<file path="src/sv/vdp_pkg.sv">
package vdp_pkg;

  // fixed field widths
  localparam int unsigned ADDR_W   = 14;
  localparam int unsigned LINE_W   = 9;
  localparam int unsigned BYTE_W   = 8;
  localparam int unsigned CMD_W    = 3;
  localparam int unsigned M_DATA_W = 24;

  localparam int unsigned VRAM_DEPTH_DEF = 16384;

  // frame geometry
  localparam logic [LINE_W-1:0] LINES_NTSC     = 9'd262;
  localparam logic [LINE_W-1:0] LINES_PAL      = 9'd313;
  localparam logic [LINE_W-1:0] LINE_FRAME_END = 9'd191;
  localparam logic [LINE_W-1:0] LINE_FRAME_INT = 9'd193;

  // register 1, bit 5 enables the frame interrupt
  localparam logic [3:0] IRQ_EN_REG = 4'd1;
  localparam int unsigned IRQ_EN_BIT = 5;

  typedef enum logic [CMD_W-1:0] {
    CMD_DATA_READ   = 3'd0,
    CMD_DATA_WRITE  = 3'd1,
    CMD_STATUS_READ = 3'd2,
    CMD_CTRL_WRITE  = 3'd3,
    CMD_LINE_TICK   = 3'd4
  } cmd_e;

  typedef enum logic [1:0] {
    CODE_VRAM_READ  = 2'd0,
    CODE_VRAM_WRITE = 2'd1,
    CODE_REG_WRITE  = 2'd2,
    CODE_NO_WRITE   = 2'd3
  } code_e;

  // line timer result for the current request
  typedef struct packed {
    logic [LINE_W-1:0] line;
    logic              frame_end;
    logic              frame_int;
  } timer_evt_t;

endpackage

</file>
<file path="src/sv/vdp_line_timer.sv">
module vdp_line_timer (
  input  logic                clk_i,
  input  logic                rst_ni,
  input  logic                tick_i,
  input  logic                pal_i,
  output vdp_pkg::timer_evt_t evt_o
);
  import vdp_pkg::*;

  logic [LINE_W-1:0] line_q, line_d;
  logic [LINE_W:0]   inc;
  logic [LINE_W:0]   total;

  // next line, wrapped at the frame total (line + 1 never reaches twice the total)
  always_comb begin
    total = {1'b0, (pal_i ? LINES_PAL : LINES_NTSC)};
    inc   = {1'b0, line_q} + 10'd1;
    if (inc >= total) begin
      inc = inc - total;
    end
    line_d = tick_i ? inc[LINE_W-1:0] : line_q;
  end

  always_ff @(posedge clk_i or negedge rst_ni) begin
    if (!rst_ni) begin
      line_q <= '0;
    end else begin
      line_q <= line_d;
    end
  end

  assign evt_o.line      = line_d;
  assign evt_o.frame_end = tick_i && (line_d == LINE_FRAME_END);
  assign evt_o.frame_int = tick_i && (line_d == LINE_FRAME_INT);

endmodule

</file>
<file path="config.mk">
export PLATFORM = sky130hd
export DESIGN_NAME = vdp_line_timer
export DESIGN_NICKNAME = d
export VERILOG_FILES = /design/src/sv/vdp_pkg.sv /design/src/sv/vdp_line_timer.sv
export SDC_FILE = /design/constraint.sdc
export NUM_CORES = 1
export LEC_CHECK = 0
export ABC_CLOCK_PERIOD_IN_PS = 13300
export BUFFER_PORTS_ARGS = -buffer_cell sky130_fd_sc_hd__buf_2
export CAP_MARGIN = 0
export CORE_MARGIN = 8
export CORE_UTILIZATION = 61
export DETAILED_ROUTE_END_ITERATION = 8
export PLACE_DENSITY = 0.9
export SLEW_MARGIN = 20
export SYNTH_ARGS = -nofsm -noshare
export SYNTH_HDL_FRONTEND = slang
export SYNTH_SLANG_ARGS = --single-unit
</file>
<file path="constraint.sdc">
create_clock -name clk_i -period 13.3 [get_ports clk_i]
set_input_delay 2.66 -clock clk_i [delete_from_list [all_inputs] [get_ports clk_i]]
set_output_delay 2.66 -clock clk_i [all_outputs]
set_load 0.03 [all_outputs]
</file>
==> impl_results.html <==
<table>
<tr><th>Metric</th><th>Value</th></tr>
<tr><th colspan="2">Finish</th></tr>
<tr><td>Final net count</td><td>153</td></tr>
<tr><td>Layout area overhead</td><td>8.217%</td></tr>
<tr><td>Most frequent cells in the layout</td><td>14 x sky130_fd_sc_hd__buf_2, 12 x sky130_fd_sc_hd__nand2_1, 9 x sky130_fd_sc_hd__nor2_1, 9 x sky130_fd_sc_hd__dfrtp_1</td></tr>
<tr><td>Filler-free cell count of the finished design</td><td>157</td></tr>
<tr><td>Top reg by flops</td><td>line_q</td></tr>
<tr><td>Commonest non-fill, non-tap cell in the layout</td><td>sky130_fd_sc_hd__buf_2</td></tr>
<tr><td>Fillers</td><td>120</td></tr>
<tr><td>Share of the core filled with cells in the final layout</td><td>69.26%</td></tr>
<tr><td>Max FFs per register</td><td>9</td></tr>
<tr><td>Largest registers</td><td>line_q (9)</td></tr>
<tr><td>Diode count</td><td>0</td></tr>
<tr><td>Share of post-route cells with drive strength above 1</td><td>17.86%</td></tr>
<tr><th colspan="2">Synth</th></tr>
<tr><td>Leading register cell type out of synthesis</td><td>sky130_fd_sc_hd__dfrtp_1</td></tr>
<tr><td>Share of flip-flops with an asynchronous set or reset after synthesis</td><td>100.0%</td></tr>
<tr><td>Cells after Synth</td><td>127</td></tr>
<tr><td>Number of distinct standard cells referenced by the synthesized netlist</td><td>50</td></tr>
<tr><td>Register bit count reported by yosys</td><td>9</td></tr>
<tr><td>Syn_nets</td><td>139</td></tr>
<tr><td>Register area share after synthesis</td><td>20.83%</td></tr>
<tr><td>Post-synthesis instance area</td><td>1081 µm²</td></tr>
<tr><td>Average instance area after synthesis</td><td>8.512 µm²</td></tr>
<tr><td>Synthesis Warnings</td><td>0</td></tr>
<tr><td>Number of flops mapped to enable cells by yosys</td><td>0</td></tr>
<tr><th colspan="2">Placed design</th></tr>
<tr><td>Routability congestion estimate</td><td>0.9325</td></tr>
<tr><td>DP HPWL</td><td>2.058 mm</td></tr>
<tr><td>Count of input and output buffers</td><td>14</td></tr>
<tr><td>Total placed cells including tap cells</td><td>153</td></tr>
<tr><td>Pre-CTS WS</td><td>4.602 ns</td></tr>
<tr><th colspan="2">Timing</th></tr>
<tr><td>Final Hold Fails</td><td>0</td></tr>
<tr><td>Transition at the pin with the smallest max-transition slack</td><td>0.5995 ns</td></tr>
<tr><td>Clock period minus worst slack</td><td>8.753 ns</td></tr>
<tr><td>Final sum of negative setup slack</td><td>0 ns</td></tr>
<tr><td>Count of final setup violators</td><td>0</td></tr>
<tr><td>Final Cycle Share</td><td>65.81%</td></tr>
<tr><td>Maximum clock rate</td><td>114.2 MHz</td></tr>
<tr><td>Final worst-path setup slack</td><td>4.547 ns</td></tr>
<tr><td>Relative slew slack</td><td>58.89%</td></tr>
<tr><td>RSZ-0062 raised after global routing</td><td>false</td></tr>
<tr><td>Final Max Tran Viols</td><td>0</td></tr>
<tr><td>Setup clock skew after layout</td><td>0.0008614 ns</td></tr>
<tr><th colspan="2">Drt</th></tr>
<tr><td>Violation count after the first detailed-route iteration</td><td>31</td></tr>
<tr><td>Vias</td><td>1,043</td></tr>
<tr><td>Vias per inst</td><td>6.643</td></tr>
<tr><td>1st-pass router iterations</td><td>4</td></tr>
<tr><td>DRC</td><td>0</td></tr>
<tr><td>Average wire length per cell after detail routing</td><td>16.39 µm</td></tr>
<tr><td>Final Routed Wirelength</td><td>2.574 mm</td></tr>
<tr><td>Antenna-violating nets left</td><td>0</td></tr>
<tr><th colspan="2">Worst setup path</th></tr>
<tr><td>Kind of capture point of the worst setup path</td><td>output pin</td></tr>
<tr><td>Class of the most critical setup path</td><td>in2out</td></tr>
<tr><td>Data required time of the critical path</td><td>10.64 ns</td></tr>
<tr><td>Register-to-Register Setup Slack</td><td>9.93 ns</td></tr>
<tr><td>Reg2Reg Launch Point</td><td>line_q[0]</td></tr>
<tr><td>Endpoint of the worst-slack reg-to-reg timing path</td><td>line_q[7]</td></tr>
<tr><td>Worst-case reg-to-reg path depth</td><td>11</td></tr>
<tr><td>Critical Path Fanout Max</td><td>12</td></tr>
<tr><td>Startpoint class of the critical path</td><td>input pin</td></tr>
<tr><td>Data arrival time of the worst path</td><td>6.09 ns</td></tr>
<tr><th colspan="2">Global routing</th></tr>
<tr><td>Number of global-route vias before repair</td><td>1,062</td></tr>
<tr><td>Maximum number of pins on one net before global-route repair</td><td>20</td></tr>
<tr><td>Initial antenna violation count</td><td>0</td></tr>
<tr><td>Total gr overflow</td><td>0</td></tr>
<tr><td>Wire length of the first global-routing pass</td><td>4.429 mm</td></tr>
<tr><td>GR Util All Layers</td><td>15.80%</td></tr>
<tr><th colspan="2">Clock tree</th></tr>
<tr><td>Cts hold-fix bufs</td><td>0</td></tr>
<tr><td>Clk Tree Root Cell</td><td>sky130_fd_sc_hd__clkbuf_4</td></tr>
<tr><td>Clock tree from TritonCTS</td><td>built</td></tr>
<tr><td>Post_cts resized</td><td>0</td></tr>
<tr><td>Number of buffers inserted by post-CTS setup repair</td><td>0</td></tr>
<tr><td>Clk sinks</td><td>9</td></tr>
<tr><td>CTS Buffer Depth</td><td>2</td></tr>
<tr><td>Number of clock buffers inserted by TritonCTS</td><td>3</td></tr>
<tr><td>H-tree level count</td><td>1</td></tr>
<tr><td>Clock latency of the later-clocked register in the worst-skew pair</td><td>0.25 ns</td></tr>
<tr><td>Clk slew on worst S/H paths</td><td>0.05 ns</td></tr>
<tr><th colspan="2">Job</th></tr>
<tr><td>Number of max-cap violations</td><td>0</td></tr>
<tr><th colspan="2">Floorplan</th></tr>
<tr><td>Initial standard-cell utilization of the core</td><td>64.00%</td></tr>
<tr><td>Die Span Y</td><td>58.10 µm</td></tr>
<tr><td>Placeable core region</td><td>1689 µm²</td></tr>
<tr><td>Count of boundary I/O pins</td><td>15</td></tr>
<tr><td>Full die area</td><td>3375 µm²</td></tr>
<tr><td>Die width</td><td>58.10 µm</td></tr>
<tr><td>Total number of placement rows</td><td>15</td></tr>
<tr><th colspan="2">Power</th></tr>
<tr><td>Overall power of the completed layout</td><td>284.8 µW</td></tr>
<tr><td>PD cells</td><td>243.4 nW/µm²</td></tr>
<tr><td>Max rail drop VDD</td><td>0.1656 mV</td></tr>
<tr><td>Cell leakage power</td><td>0.0005094 µW</td></tr>
<tr><th colspan="2">Min path</th></tr>
<tr><td>Number of stages on the worst hold path</td><td>2</td></tr>
<tr><td>Beginning of the worst hold path</td><td>line_q[1]</td></tr>
<tr><td>HP Class</td><td>reg2reg</td></tr>
<tr><td>Endpoint, Worst Hold</td><td>line_q[1]</td></tr>
<tr><th colspan="2">Outcome</th></tr>
<tr><td>Outcome</td><td>completed</td></tr>
</table>
## logic make-up after synthesis
| logic type | after synthesis | share of synthesized area, % |
|---|---|---|
| AO/OA/AOI/OAI | 36 | 26.85 |
| XOR/XNOR | 10 | 8.102 |
| adder cells (fa/ha/maj) | 8 | 9.953 |
| buffers and inverters | 11 | 4.745 |
| flip-flops | 9 | 20.83 |
| multiplexers | 3 | 2.894 |
| AND/OR/NAND/NOR | 50 | 26.62 |
## worst max-delay path, stage by stage
cell	delay, ns
sky130_fd_sc_hd__buf_2	0.14
sky130_fd_sc_hd__ha_1	0.18
sky130_fd_sc_hd__inv_1	0.05
sky130_fd_sc_hd__fa_1	0.41
sky130_fd_sc_hd__a211oi_1	0.33
sky130_fd_sc_hd__o21bai_1	0.14
sky130_fd_sc_hd__a21oi_1	0.43
sky130_fd_sc_hd__a31oi_4	0.25
sky130_fd_sc_hd__and3_1	0.24
sky130_fd_sc_hd__a2111o_1	0.35
sky130_fd_sc_hd__or4_4	0.54
sky130_fd_sc_hd__nor4_2	0.13
sky130_fd_sc_hd__buf_2	0.23
## per-layer routing
layer	part of all wire [%]	GRT usage [%]	vias to the layer above	wire, µm
li1	-	-	504	-
met1	45	20.00	489	1163
met2	49	26.91	48	1264
met3	5.3	1.545	2	136
met4	0.39	5.594	0	10
met5	0	0	-	0
## cells in the mapped netlist, types with 2 or more instances
master	instances	area share, %
sky130_fd_sc_hd__or3_1	2	1.2
sky130_fd_sc_hd__clkbuf_1	2	0.69
sky130_fd_sc_hd__nor3_1	3	1.4
sky130_fd_sc_hd__dfrtp_1	9	21
sky130_fd_sc_hd__nand3_1	5	2.3
sky130_fd_sc_hd__a211oi_1	2	1.4
sky130_fd_sc_hd__and4_1	2	1.6
sky130_fd_sc_hd__a21o_1	3	2.1
sky130_fd_sc_hd__ha_1	7	8.1
sky130_fd_sc_hd__nand2b_1	2	1.2
sky130_fd_sc_hd__nor2b_1	2	1.2
sky130_fd_sc_hd__inv_1	6	2.1
sky130_fd_sc_hd__nand2_1	12	4.2
sky130_fd_sc_hd__o21a_1	2	1.4
sky130_fd_sc_hd__nor2_1	9	3.1
sky130_fd_sc_hd__a21oi_1	5	2.3
sky130_fd_sc_hd__o31ai_1	2	1.4
sky130_fd_sc_hd__xor2_1	7	5.7
sky130_fd_sc_hd__and3_1	2	1.2
sky130_fd_sc_hd__nand4b_1	2	1.6
sky130_fd_sc_hd__nand4_1	2	1.2
sky130_fd_sc_hd__o21ai_0	5	2.3
sky130_fd_sc_hd__mux2i_1	2	1.9
sky130_fd_sc_hd__o211ai_1	3	2.1
sky130_fd_sc_hd__buf_2	2	0.93
sky130_fd_sc_hd__xnor2_1	3	2.4
## how the worst max path moves through the flow
stage	start	end	slack, ns	cells past startpoint
4_1_cts	pal_i	evt_o[0]	4.57	13
3_3_place_gp	pal_i	evt_o[0]	4.70	13
5_1_grt	pal_i	evt_o[0]	4.40	13
3_5_place_dp	pal_i	evt_o[0]	4.60	13
2_1_floorplan	pal_i	evt_o[0]	4.65	12
6_report	pal_i	evt_o[0]	4.55	13
## layout make-up
type / count / area (µm²) / share of cell area [%]
multi-input combinational: 107 / 804.5 / 68.77
sequential: 9 / 225.2 / 19.25
timing repair buffer: 14 / 70.07 / 5.989
clock buffer: 4 / 26.28 / 2.246
inverter: 6 / 22.52 / 1.925
tap: 17 / 21.27 / 1.818
## where the power goes
group          switching [µW]  total, µW  internal, µW
registers                19.9       57.8          37.9
clock network            7.77       19.2          11.4
logic                     130        208          78.0
total                     157        285           127
## through the flow
stage                     area, µm²  hold slack, ns
after detailed placement       1144          0.6280
after CTS                      1170          0.6431
after floorplan                1081          0.7304
after global routing           1170          0.6661
after global placement         1144          0.6246
final                          1170          0.6458
Note: power is estimated with default switching activity, not from simulation.
